<file path="config.mk">
export PLATFORM = sky130hd
export DESIGN_NAME = peak_rms_level_meter
export DESIGN_NICKNAME = d
export VERILOG_FILES = /design/src/design/plm_pkg.sv /design/src/design/peak_rms_level_meter.sv
export SDC_FILE = /design/constraint.sdc
export NUM_CORES = 2
export LEC_CHECK = 0
export ABC_AREA = 1
export BUFFER_PORTS_ARGS = -buffer_cell sky130_fd_sc_hd__buf_2
export CAP_MARGIN = 0
export CORE_MARGIN = 5
export CORE_UTILIZATION = 50
export CTS_CLUSTER_DIAMETER = 100
export DETAILED_ROUTE_END_ITERATION = 7
export GPL_TIMING_DRIVEN = 1
export HOLD_SLACK_MARGIN = 0.1
export PLACE_DENSITY = 0.68
export SLEW_MARGIN = 25
export SYNTH_ARGS = -nofsm -noshare
export SYNTH_HDL_FRONTEND = slang
export SYNTH_SLANG_ARGS = --single-unit
</file>
<file path="constraint.sdc">
create_clock -name clk -period 13.6 [get_ports clk]
set_input_delay 1.36 -clock clk [delete_from_list [all_inputs] [get_ports clk]]
set_output_delay 1.36 -clock clk [all_outputs]
set_load 0.02 [all_outputs]
</file>
<file path="src/design/plm_pkg.sv">
// shared constants, register indexes and the full-scale log constant for the level meter
package plm_pkg;

  // default configuration of the meter
  localparam int COUNT_WIDTH_DEF  = 16;
  localparam int DB_FRAC_BITS_DEF = 8;

  // field and datapath widths
  localparam int SAMPLE_W   = 16;
  localparam int LEVEL_W    = 15;
  localparam int DB_W       = 16;
  localparam int CFG_DATA_W = 16;
  localparam int CFG_IDX_W  = 2;
  localparam int SUM_W      = 46;
  localparam int ROOT_W     = SUM_W / 2;
  localparam int LOG_FRAC   = 24;
  localparam int LOG_W      = 28;
  localparam int MUL_W      = 31;
  localparam int PROD_W     = 2 * MUL_W;
  localparam int DB_MAG_W   = 17;

  // register indexes on the configuration port
  localparam logic [CFG_IDX_W-1:0] REG_WINDOW_LEN  = 2'd0;
  localparam logic [CFG_IDX_W-1:0] REG_FLOOR_LEVEL = 2'd1;
  localparam logic [CFG_IDX_W-1:0] REG_FLOOR_DB    = 2'd2;

  // register reset values
  localparam logic [15:0] WINDOW_LEN_RST  = 16'd1470;
  localparam logic [14:0] FLOOR_LEVEL_RST = 15'd33;
  localparam logic [15:0] FLOOR_DB_RST    = 16'hc400;

  // level and dB constants
  localparam logic [LEVEL_W-1:0]  FULL_SCALE = 15'h7fff;
  localparam logic [26:0]         DB_K       = 27'd101008905;
  localparam logic [DB_MAG_W-1:0] DB_MAG_MAX = 17'd32768;

  // log2 of a level in Q24, same squaring recurrence as the hardware loop
  function automatic logic [LOG_W-1:0] log2_q24(input logic [LEVEL_W-1:0] x);
    int unsigned e;
    longint unsigned m;
    logic [LOG_W-1:0] res;
    e = 0;
    for (int k = 1; k < LEVEL_W; k++) begin
      if (x[k]) e = k;
    end
    m = longint'(x) << (30 - e);
    res = LOG_W'(e) << LOG_FRAC;
    for (int i = LOG_FRAC - 1; i >= 0; i--) begin
      m = (m * m) >> 30;
      if (m >= 64'h8000_0000) begin
        res[i] = 1'b1;
        m = m >> 1;
      end
    end
    return res;
  endfunction

  localparam logic [LOG_W-1:0] LOG2_FULL_SCALE = log2_q24(FULL_SCALE);

endpackage

</file>
<file path="src/design/peak_rms_level_meter.sv">
// peak and rms level meter with linear and dB outputs over a sample window
// A sample that does not close a window holds the input stalled through the ACC and SUM states.
// A closing sample stalls the input through 46 divide steps, 23 root steps and up to two log passes
// on the shared 31x31 multiplier, then through any wait for a free output register and the output load.
// The output register lets the next window fill while a result waits to be taken.
// Synchronous reset clears the accumulators and output valid and loads register defaults.
module peak_rms_level_meter #(
  parameter int COUNT_WIDTH  = plm_pkg::COUNT_WIDTH_DEF,
  parameter int DB_FRAC_BITS = plm_pkg::DB_FRAC_BITS_DEF
) (
  input  logic                                  clk,
  input  logic                                  rst,
  input  logic                                  in_valid,
  output logic                                  in_stall,
  input  logic signed [plm_pkg::SAMPLE_W-1:0]   sample,
  output logic                                  out_valid,
  input  logic                                  out_stall,
  output logic        [plm_pkg::LEVEL_W-1:0]    peak_level,
  output logic        [plm_pkg::LEVEL_W-1:0]    rms_level,
  output logic signed [plm_pkg::DB_W-1:0]       peak_db,
  output logic signed [plm_pkg::DB_W-1:0]       rms_db,
  input  logic                                  cfg_write,
  input  logic        [plm_pkg::CFG_IDX_W-1:0]  cfg_index,
  input  logic        [plm_pkg::CFG_DATA_W-1:0] cfg_data
);
  import plm_pkg::*;

  localparam int CMP_W      = (COUNT_WIDTH > 16) ? COUNT_WIDTH : 16;
  localparam int SQ_REM_W   = ROOT_W + 1;
  localparam int RND_SH     = 48 - DB_FRAC_BITS;
  localparam int DIV_STEPS  = SUM_W;
  localparam int SQRT_STEPS = ROOT_W;

  typedef enum logic [8:0] {
    ST_IDLE     = 9'b000000001,
    ST_ACC      = 9'b000000010,
    ST_SUM      = 9'b000000100,
    ST_DIV      = 9'b000001000,
    ST_SQRT     = 9'b000010000,
    ST_LOG_INIT = 9'b000100000,
    ST_LOG_SQ   = 9'b001000000,
    ST_LOG_MUL  = 9'b010000000,
    ST_FINISH   = 9'b100000000
  } state_t;

  // control state
  state_t state;
  logic [5:0] step;
  logic log_sel;
  logic log_rnd;

  // configuration registers
  logic [15:0] window_len;
  logic [14:0] floor_level;
  logic [15:0] floor_db;

  // accumulators, sum doubles as dividend / quotient / root operand shifter
  logic [LEVEL_W-1:0] peak;
  logic [SUM_W-1:0] sum;
  logic [COUNT_WIDTH-1:0] count;

  // datapath registers
  logic [LEVEL_W-1:0] mag_r;
  logic [COUNT_WIDTH-1:0] div_rem;
  logic [SQ_REM_W-1:0] sq_rem;
  logic [ROOT_W-1:0] root;
  logic [MUL_W-1:0] mres;
  logic [LOG_W-1:0] lres;
  logic zero_flag;
  logic [DB_W-1:0] pdb;
  logic [DB_W-1:0] rdb;
  logic [PROD_W-1:0] mul_q;

  assign in_stall = (state != ST_IDLE);

  // sample magnitude, most negative value saturates to full scale
  logic [SAMPLE_W-1:0] mag_full;
  logic [LEVEL_W-1:0] mag;
  assign mag_full = sample[SAMPLE_W-1] ? SAMPLE_W'(-sample) : SAMPLE_W'(sample);
  assign mag = mag_full[SAMPLE_W-1] ? FULL_SCALE : mag_full[LEVEL_W-1:0];

  // shared multiplier: square of sample, log squaring, dB scaling
  logic [MUL_W-1:0] mul_a;
  logic [MUL_W-1:0] mul_b;
  logic [PROD_W-1:0] mul_p;
  logic [LOG_W-1:0] ldiff;
  assign ldiff = LOG2_FULL_SCALE - lres;

  always_comb begin
    unique case (state)
      ST_ACC: begin
        mul_a = MUL_W'(mag_r);
        mul_b = MUL_W'(mag_r);
      end
      ST_LOG_SQ: begin
        mul_a = mres;
        mul_b = mres;
      end
      ST_LOG_MUL: begin
        mul_a = MUL_W'(ldiff);
        mul_b = MUL_W'(DB_K);
      end
      default: begin
        mul_a = '0;
        mul_b = '0;
      end
    endcase
  end
  assign mul_p = PROD_W'(mul_a) * PROD_W'(mul_b);

  // saturating accumulate and window end check
  logic [SUM_W:0] sum_ext;
  logic [SUM_W-1:0] sum_acc;
  logic [COUNT_WIDTH-1:0] count_inc;
  logic win_done;
  assign sum_ext = {1'b0, sum} + (SUM_W + 1)'(mul_q[2*LEVEL_W-1:0]);
  assign sum_acc = sum_ext[SUM_W] ? '1 : sum_ext[SUM_W-1:0];
  assign count_inc = (&count) ? count : count + 1'b1;
  assign win_done = (CMP_W'(count_inc) >= CMP_W'(window_len)) || (&count_inc);

  // restoring divide step, one quotient bit per cycle
  logic [COUNT_WIDTH:0] div_trial;
  logic div_bit;
  logic [COUNT_WIDTH-1:0] div_rem_next;
  assign div_trial = {div_rem, sum[SUM_W-1]};
  assign div_bit = (div_trial >= {1'b0, count});
  assign div_rem_next = div_bit ? COUNT_WIDTH'(div_trial - {1'b0, count})
                                : div_trial[COUNT_WIDTH-1:0];

  // square root step, two operand bits per cycle
  logic [SQ_REM_W+1:0] sq_trial;
  logic [SQ_REM_W+1:0] sq_sub;
  logic sq_bit;
  logic [SQ_REM_W-1:0] sq_rem_next;
  logic [LEVEL_W-1:0] rms_val;
  assign sq_trial = {sq_rem, sum[SUM_W-1 -: 2]};
  assign sq_sub = (SQ_REM_W + 2)'({root, 2'b01});
  assign sq_bit = (sq_trial >= sq_sub);
  assign sq_rem_next = sq_bit ? SQ_REM_W'(sq_trial - sq_sub) : SQ_REM_W'(sq_trial);
  assign rms_val = (|root[ROOT_W-1:LEVEL_W]) ? FULL_SCALE : root[LEVEL_W-1:0];

  // log setup: pick level, normalize to Q30, integer part from msb position
  logic [LEVEL_W-1:0] log_x;
  logic [LEVEL_W-1:0] log_x_eff;
  logic [3:0] log_e;
  logic [MUL_W-1:0] m_init;
  logic log_full;
  logic log_floor;
  always_comb begin
    log_x = log_sel ? rms_val : peak;
    log_x_eff = (log_x == '0) ? LEVEL_W'(1) : log_x;
    log_e = '0;
    for (int k = 1; k < LEVEL_W; k++) begin
      if (log_x_eff[k]) log_e = 4'(k);
    end
    m_init = MUL_W'(log_x_eff) << (5'd30 - {1'b0, log_e});
    log_full = (log_x == FULL_SCALE);
    log_floor = log_sel && !(rms_val > floor_level);
  end

  // log squaring step, next fraction bit
  logic [MUL_W:0] sq_m;
  assign sq_m = mul_p[PROD_W-1:30];

  // dB rounding, saturation and the zero-level offset
  logic [PROD_W-1:0] rnd;
  logic [PROD_W-1:0] rnd_sh;
  logic [DB_MAG_W-1:0] db_mag;
  logic [DB_MAG_W-1:0] db_neg;
  logic [DB_W-1:0] db_val;
  always_comb begin
    rnd = mul_q + (PROD_W'(1) << (RND_SH - 1));
    rnd_sh = rnd >> RND_SH;
    db_mag = (rnd_sh > PROD_W'(DB_MAG_MAX)) ? DB_MAG_MAX : rnd_sh[DB_MAG_W-1:0];
    db_neg = DB_MAG_W'(0) - db_mag;
    if (zero_flag && (db_mag != DB_MAG_MAX)) db_neg = db_neg - 1'b1;
    db_val = db_neg[DB_W-1:0];
  end

  logic out_free;
  logic out_load;
  assign out_free = !out_valid || !out_stall;
  assign out_load = (state == ST_FINISH) && out_free;

  // sequencer, configuration and accumulators
  always_ff @(posedge clk) begin
    if (rst) begin
      state       <= ST_IDLE;
      step        <= '0;
      log_sel     <= 1'b0;
      log_rnd     <= 1'b0;
      out_valid   <= 1'b0;
      window_len  <= WINDOW_LEN_RST;
      floor_level <= FLOOR_LEVEL_RST;
      floor_db    <= FLOOR_DB_RST;
      peak        <= '0;
      sum         <= '0;
      count       <= '0;
    end else begin
      // register writes
      if (cfg_write) begin
        unique case (cfg_index)
          REG_WINDOW_LEN:  window_len  <= cfg_data;
          REG_FLOOR_LEVEL: floor_level <= cfg_data[14:0];
          REG_FLOOR_DB:    floor_db    <= cfg_data;
          default: ;
        endcase
      end

      // output beat loaded or taken
      if (out_load) out_valid <= 1'b1;
      else if (out_valid && !out_stall) out_valid <= 1'b0;

      unique case (state)
        ST_IDLE: begin
          if (in_valid) begin
            if (mag > peak) peak <= mag;
            state <= ST_ACC;
          end
        end
        ST_ACC: state <= ST_SUM;
        ST_SUM: begin
          sum   <= sum_acc;
          count <= count_inc;
          if (win_done) begin
            step  <= 6'(DIV_STEPS - 1);
            state <= ST_DIV;
          end else begin
            state <= ST_IDLE;
          end
        end
        ST_DIV: begin
          sum  <= {sum[SUM_W-2:0], div_bit};
          step <= (step == '0) ? 6'(SQRT_STEPS - 1) : step - 1'b1;
          if (step == '0) state <= ST_SQRT;
        end
        ST_SQRT: begin
          sum  <= {sum[SUM_W-3:0], 2'b00};
          step <= step - 1'b1;
          if (step == '0) begin
            log_sel <= 1'b0;
            log_rnd <= 1'b0;
            state   <= ST_LOG_INIT;
          end
        end
        ST_LOG_INIT: begin
          if (log_full || log_floor) begin
            if (log_sel) begin
              state <= ST_FINISH;
            end else begin
              log_sel <= 1'b1;
            end
          end else begin
            step  <= 6'(LOG_FRAC - 1);
            state <= ST_LOG_SQ;
          end
        end
        ST_LOG_SQ: begin
          step <= step - 1'b1;
          if (step == '0) begin
            log_rnd <= 1'b0;
            state   <= ST_LOG_MUL;
          end
        end
        ST_LOG_MUL: begin
          // product register filled while log_rnd is low, rounded into the dB value while it is high
          log_rnd <= !log_rnd;
          if (log_rnd) begin
            if (log_sel) begin
              state <= ST_FINISH;
            end else begin
              log_sel <= 1'b1;
              state   <= ST_LOG_INIT;
            end
          end
        end
        ST_FINISH: begin
          if (out_free) begin
            peak  <= '0;
            sum   <= '0;
            count <= '0;
            state <= ST_IDLE;
          end
        end
        default: state <= ST_IDLE;
      endcase
    end
  end

  // datapath registers, no reset needed
  always_ff @(posedge clk) begin
    mul_q <= mul_p;
    unique case (state)
      ST_IDLE: begin
        if (in_valid) mag_r <= mag;
      end
      ST_SUM: div_rem <= '0;
      ST_DIV: begin
        div_rem <= div_rem_next;
        sq_rem  <= '0;
        root    <= '0;
      end
      ST_SQRT: begin
        sq_rem <= sq_rem_next;
        root   <= {root[ROOT_W-2:0], sq_bit};
      end
      ST_LOG_INIT: begin
        mres      <= m_init;
        lres      <= LOG_W'(log_e) << LOG_FRAC;
        zero_flag <= (log_x == '0);
        // an rms at or below the floor reports the floor even at full scale
        if (log_floor) begin
          rdb <= floor_db;
        end else if (log_full) begin
          if (log_sel) rdb <= '0;
          else pdb <= '0;
        end
      end
      ST_LOG_SQ: begin
        if (sq_m[MUL_W]) begin
          lres[step[4:0]] <= 1'b1;
          mres <= sq_m[MUL_W:1];
        end else begin
          mres <= sq_m[MUL_W-1:0];
        end
      end
      ST_LOG_MUL: begin
        if (log_rnd) begin
          if (log_sel) rdb <= db_val;
          else pdb <= db_val;
        end
      end
      ST_FINISH: begin
        if (out_free) begin
          peak_level <= peak;
          rms_level  <= rms_val;
          peak_db    <= pdb;
          rms_db     <= rdb;
        end
      end
      default: ;
    endcase
  end

endmodule

</file>
### Word level (Yosys, flattened, before mapping)

Index checks and enable logic that the tools add are counted.

* register bits: 436
* output and inout port bits: 64
* bits of input ports: 39

* reduce and logical (&&, ||, !) cells: 45
* mux-type cells: 78
* bitwise logic cells: 1
* order comparisons: 8
* shift operators: 1
* add/sub/neg operators: 11
* equality and inequality tests: 34
* multiply operators: 1

Operators with widths (number)
* $mux 16: 15
* $pmux 31 s3: 2
* $pmux 46 s4: 1
* $pmux 16 s2: 4
* $mux 15: 7
* $mux 46: 2
* $mux 9: 9
* $pmux 9 s9: 1
* $add 62x40->62 const B: 1
* $mul 31x31->62: 1
* $pmux 31 s2: 1
* $mux 4: 14
* $pmux 28 s2: 1
* $pmux 24 s2: 1
* $add 46x30->47: 1
* $pmux 23 s2: 1
* $ne 2x2->1 const B: 16
* $reduce_and 16->1: 2
* $mux 31: 1
* $shl 15x5->31: 1
* $gt 15x15->1: 2
* $pmux 15 s2: 1
* $mux 28: 1
* $or 28x28->28: 1
* other kinds (56): 92

### Logic depth before layout (Yosys ltp)

* depth after elaboration: 22
* gate-level depth with buffers: 52
* mapped depth without buffers: 51

### Worst setup path before layout

No wires, ideal clock.

* kind: register to register
* start point: register lres[2]
* end point: register lres[0], enable pin
* arrival time: 9.066 ns
* stages on the path, launching flop included: 48
* library setup time: 0.385 ns
* path slack: 4.149 ns
* period minus slack after synthesis: 9.451 ns
* required time: 13.215 ns
* cells stage by stage: edfxtp_1 > ha_1 > nand3_1 > nand2_1 > nor2_1 > inv_1 > nor2_1 > inv_1 > a21oi_1 > nor2_1 > inv_1 > nor2_1 > inv_1 > nor2_1 > inv_1 > nor2_1 > inv_1 > a21oi_1 > [... 12 more ...] > fa_1 > fa_1 > inv_1 > fa_1 > inv_1 > ha_1 > nand2_1 > nor2_1 > inv_1 > nor2_1 > nand3_1 > o211ai_1 > nand4_1 > a21o_1 > nand2_1 > clkbuf_1 > nand2_1 > nand2_1

* cells in the longest elaborated chain, start to end: 5

Ends and longest elaborated chain
* from (decl): line peak_rms_level_meter.sv:68 `logic [LOG_W-1:0] lres;`
* from (signal assigned): line peak_rms_level_meter.sv:309 `lres <= LOG_W'(log_e) << LOG_FRAC;`
* $sub 28x28->28: line peak_rms_level_meter.sv:87 `assign ldiff = LOG2_FULL_SCALE - lres;`
* $pmux 31 s3: line peak_rms_level_meter.sv:90 `unique case (state)`
* $mul 31x31->62: line peak_rms_level_meter.sv:109 `assign mul_p = PROD_W'(mul_a) * PROD_W'(mul_b);`
* $ne 2x2->1 (no source line)
* $reduce_and 2->1 (no source line)

No other way between the ends.
A chain may end at the register's enable or synchronous reset.

### Worst setup path after layout

* start point: register state[0]
* end point: register mres[30] (data pin)

* cells in the longest elaborated chain, start to end: 5
* elaborated cells on any way between the ends: 9
* classes of those cells: mul (1); eq/ne (4); mux (4)

Ends and longest elaborated chain
* from (decl): line peak_rms_level_meter.sv:47 `state_t state;`
* from (signal assigned): line peak_rms_level_meter.sv:188 `state <= ST_IDLE;`
* from (signal assigned): line peak_rms_level_meter.sv:218 `state <= ST_ACC;`
* from (signal assigned): line peak_rms_level_meter.sv:221 `ST_ACC: state <= ST_SUM;`
* $eq 9x8->1 (tied with other cells): line peak_rms_level_meter.sv:90
* $pmux 31 s3: line peak_rms_level_meter.sv:90
* $mul 31x31->62: line peak_rms_level_meter.sv:109
* $mux 31: line peak_rms_level_meter.sv:320 `if (sq_m[MUL_W]) begin`
* $pmux 31 s2 (*): line peak_rms_level_meter.sv:293 `unique case (state)`
* to (signal assigned): line peak_rms_level_meter.sv:308 `mres <= m_init;`
* to (signal assigned): line peak_rms_level_meter.sv:322 `mres <= sq_m[MUL_W:1];`
* to (signal assigned): line peak_rms_level_meter.sv:324 `mres <= sq_m[MUL_W-1:0];`
* to (decl): line peak_rms_level_meter.sv:67 `logic [MUL_W-1:0] mres;`

Every way passes the cells marked *; elsewhere a longest branch is shown, timed or not.

==> metrics.txt <==
# TYPE chip_impl_metric gauge
chip_impl_info{name="outcome",value="finished clean"} 1
chip_impl_metric{name="finalWeightedCongestion",unit=""} 1.02
chip_impl_metric{name="maxClockFrequency",unit="MHz"} 78.5
chip_impl_info{name="worst_hold_path_type",value="flop to flop"} 1
chip_impl_metric{name="syn_area_per_cell",unit="um2"} 8.01
chip_impl_metric{name="drc_errors",unit=""} 0
chip_impl_metric{name="drv.max_cap_violation_count",unit=""} 0
chip_impl_metric{name="first_global_vias",unit=""} 47591
chip_impl_info{name="synth_top_cells_by_area",value="sky130_fd_sc_hd__fa_1 (30%), sky130_fd_sc_hd__edfxtp_1 (12%), sky130_fd_sc_hd__inv_1 (11%)"} 1
chip_impl_info{name="cell_accounting_for_the_most_synthesized_area",value="sky130_fd_sc_hd__fa_1"} 1
chip_impl_metric{name="ys_warn_count",unit=""} 0
chip_impl_metric{name="netlist_area",unit="um2"} 56000
chip_impl_metric{name="cts_buffers",unit=""} 41
chip_impl_metric{name="groute.layer.met2.usage",unit="%"} 48.7
chip_impl_metric{name="areaGrowthSynthToFinish",unit="%"} 6.47
chip_impl_metric{name="synth_sequential_area_ratio",unit="%"} 19.4
chip_impl_metric{name="insertion_delay",unit="ns"} 0.58
chip_impl_info{name="critical_path_class",value="flop to flop"} 1
chip_impl_info{name="startpoint",value="state[0]"} 1
chip_impl_info{name="worst_path_max_delay_cell",value="sky130_fd_sc_hd__clkinvlp_4"} 1
chip_impl_metric{name="clk_pin_slew",unit="ns"} 0.07
chip_impl_metric{name="antenna_left",unit=""} 0
chip_impl_metric{name="reg2reg_setup_slack",unit="ns"} 0.86
chip_impl_metric{name="finalPower",unit="W"} 0.00556
chip_impl_info{name="hold_start",value="rdb[3]"} 1
chip_impl_metric{name="die_w",unit="um"} 345
chip_impl_metric{name="numPortBuffers",unit=""} 102
chip_impl_info{name="clk_root_buffer_cell",value="sky130_fd_sc_hd__clkbuf_16"} 1
chip_impl_metric{name="regArea",unit="um2"} 10900
chip_impl_metric{name="groute.layer.met1.usage",unit="%"} 43.7
chip_impl_metric{name="finalNetCount",unit=""} 8229
chip_impl_metric{name="filler_cell_count",unit=""} 10576
chip_impl_metric{name="grtUsageMet3",unit="%"} 7.03
chip_impl_metric{name="max_stage_delay",unit="ns"} 0.85
chip_impl_metric{name="stdcell_area",unit="um2"} 59600
chip_impl_info{name="worstHoldEndpoint",value="rms_db[3]"} 1
chip_impl_metric{name="min_path_cells",unit=""} 0
chip_impl_info{name="start_kind",value="flop"} 1
chip_impl_metric{name="finalMaxSlewViolations",unit=""} 0
chip_impl_metric{name="die_y",unit="um"} 345
chip_impl_info{name="cts_tree",value="built"} 1
chip_impl_metric{name="area_fraction_of_the_dominant_cell_type_after_synthesis",unit="%"} 29.9
chip_impl_metric{name="timing.final.crit_share",unit="%"} 93.7
chip_impl_metric{name="cts.htree.levels",unit=""} 2
chip_impl_metric{name="finalSetupTns",unit="ns"} 0
chip_impl_metric{name="timing.final.setup_violations",unit=""} 0
chip_impl_metric{name="ys_seq_elements",unit=""} 427
chip_impl_metric{name="grt_usage",unit="%"} 31.4
chip_impl_info{name="r2r-end",value="mres[30]"} 1
chip_impl_metric{name="max_slew_margin",unit="%"} 27.4
chip_impl_metric{name="final_core_util",unit="%"} 53.7
chip_impl_metric{name="synthArstFlopShare",unit="%"} 0
chip_impl_metric{name="drt_pre_antenna_iters",unit=""} 6
chip_impl_metric{name="gr-total-overflow",unit=""} 0
chip_impl_metric{name="route.vias.total",unit=""} 47676
chip_impl_info{name="grt_most_used_layer",value="met2"} 1
chip_impl_metric{name="dpl.hpwl",unit="um"} 145000
chip_impl_metric{name="initial_utilization",unit="%"} 50.4
chip_impl_metric{name="wl_per_cell",unit="um"} 21.8
chip_impl_metric{name="ff2ff_path_depth",unit=""} 40
chip_impl_metric{name="hold_slack",unit="ns"} 0.421
chip_impl_metric{name="grt_max_degree",unit=""} 62
chip_impl_metric{name="p_per_area",unit="nW/um2"} 93.4
chip_impl_metric{name="clock_skew",unit="ns"} 0.0129
chip_impl_metric{name="routed_via_density",unit=""} 5.61
chip_impl_metric{name="ios",unit=""} 103
chip_impl_metric{name="vdd.ir_drop.worst",unit="uV"} 213
chip_impl_metric{name="clock_tree.buffer_depth",unit=""} 3
chip_impl_metric{name="placed_cell_area",unit="um2"} 58100
chip_impl_metric{name="finalHoldViolations",unit=""} 0
chip_impl_metric{name="synth-edff-count",unit=""} 232
chip_impl_metric{name="worst_ep_required",unit="ns"} 13.94
chip_impl_metric{name="finalWirelength",unit="um"} 185000
chip_impl_metric{name="fp-row-count",unit=""} 122
chip_impl_metric{name="multi_input_gate_area_in_the_final_layout",unit="um2"} 38200
chip_impl_info{name="most_common_cell_after_layout_fill_and_taps_aside",value="sky130_fd_sc_hd__inv_1"} 1
chip_impl_info{name="rsz0062_at_grt",value="false"} 1
chip_impl_info{name="r2r_start",value="state[0]"} 1
chip_impl_metric{name="floorplan.core_area",unit="um2"} 111000
chip_impl_metric{name="fraction_of_final_layout_cells_sized_beyond_drive_strength_1",unit="%"} 5.01
chip_impl_metric{name="layout_min_cycle_time",unit="ns"} 12.74
chip_impl_info{name="layout.cells.most_common_list",value="sky130_fd_sc_hd__inv_1 (1565), sky130_fd_sc_hd__nand2_1 (1262), sky130_fd_sc_hd__fa_1 (836)"} 1
chip_impl_metric{name="timing_worst_slew_pin_value",unit="ns"} 1.09
chip_impl_metric{name="dieArea",unit="um2"} 119000
chip_impl_metric{name="static-leakage-power",unit="nW"} 29.8
chip_impl_info{name="end_kind",value="flop"} 1
chip_impl_metric{name="syn_inst",unit=""} 6983
chip_impl_info{name="postSynth.topFlopCell",value="sky130_fd_sc_hd__edfxtp_1"} 1
chip_impl_metric{name="worstPathArrival",unit="ns"} 13.08
chip_impl_metric{name="antenna_violations_before_repair",unit=""} 7
chip_impl_metric{name="cts_sinks",unit=""} 427
chip_impl_metric{name="grt_pass1_wl",unit="um"} 285000
chip_impl_metric{name="initialDrtViolationCount",unit=""} 4985
chip_impl_metric{name="synth.distinct_cells",unit=""} 65
chip_impl_metric{name="synth_fp_nets",unit=""} 8237
chip_impl_metric{name="path_max_fanout",unit=""} 20
[critical path, delay by kind of cell, from the launching register on]
family,cells,cell delay (ns)
AND/OR/NAND/NOR,18,4.01
AO/OA/AOI/OAI,2,0.62
flip-flops,1,0.32
buffers and inverters,11,2.99
adder cells (fa/ha/maj),9,4.51
[final cells by class]
class / count / area share, %
Sequential cell: 427 / 18.2
Antenna cell: 2 / 0.00840
Tap cell: 1488 / 3.13
Timing Repair Buffer: 188 / 1.94
Multi-Input combinational cell: 4718 / 64.2
Inverter: 1599 / 10.1
Clock inverter: 22 / 0.502
Clock buffer: 54 / 1.91
[kinds of logic (layout without fill, tap and decap cells)]
group                    after synthesis  count (layout)  share of synthesized area [%]
XOR/XNOR                             154             154                           2.42
other                                  0               2                              0
AND/OR/NAND/NOR                     2431            2431                           17.8
AO/OA/AOI/OAI                        918             918                           9.53
buffers and inverters               1838            1863                           12.4
adder cells (fa/ha/maj)             1215            1215                           38.4
flip-flops                           427             427                           19.4
[how the worst max path moves through the flow]
stage	depth (start not counted)	endpoint
floorplan	47	lres[0]
global placement	41	mres[30]
detailed placement	40	mres[30]
CTS	40	mres[30]
global route	40	mres[30]
finish	40	mres[30]
[Yosys cell counts, drive strengths merged (5+ instances only)]
cell type  count
xnor2         58
o211ai        36
edfxtp       232
a221oi        19
o21ai        277
nor2         738
a31oi         32
clkbuf       202
a21boi         6
xor2          96
o31ai          7
nor3          64
ha           379
clkinv        26
nand4         60
or2           16
buf           37
o21a          17
inv         1573
a21o          13
fa           836
nand2       1281
a21oi        373
a211oi        25
o21bai        25
nor4          23
nand3        241
dfxtp        195
o22ai         30
o221ai        40
nand3b         5
[layer usage]
| metal | vias to the layer above | wire, um |
|---|---|---|
| met5 | - | 27 |
| met4 | 4 | 8150 |
| met3 | 460 | 19400 |
| met2 | 2322 | 81900 |
| met1 | 23336 | 75500 |
| li1 | 21554 | - |
[repair_timing]
item                                    in CTS  in global routing
setup buffers                                0                  0
gates resized for setup                      0                  1
hold endpoints to repair                     0                  0
endpoints found under the setup margin       0                  1
hold buffers                                 0                  0
[flip-flops by register name, summed over array words and instances, names as in the netlist, 23 cells and up]
signal and cells:
mul_q 53, sum 46, mres 31, lres 28, sq_rem 24, root 23
[power by group]
group / total (W) / leakage, nW / internal, W / switching, W
logic: 0.00273 / 25.6 / 0.000738 / 0.00199
clock network: 0.00125 / 0.699 / 0.000699 / 0.000547
registers: 0.00159 / 3.58 / 0.00153 / 0.0000586
[metrics by stage]
stage                     setup WS, ns  cells
final                            0.862   8498
after global routing             0.273   8498
after CTS                         1.30   8496
after detailed placement          1.31   8420
after global placement            1.50   8420
after floorplan                   4.15   6983
Note: power is estimated with default switching activity, not from simulation.
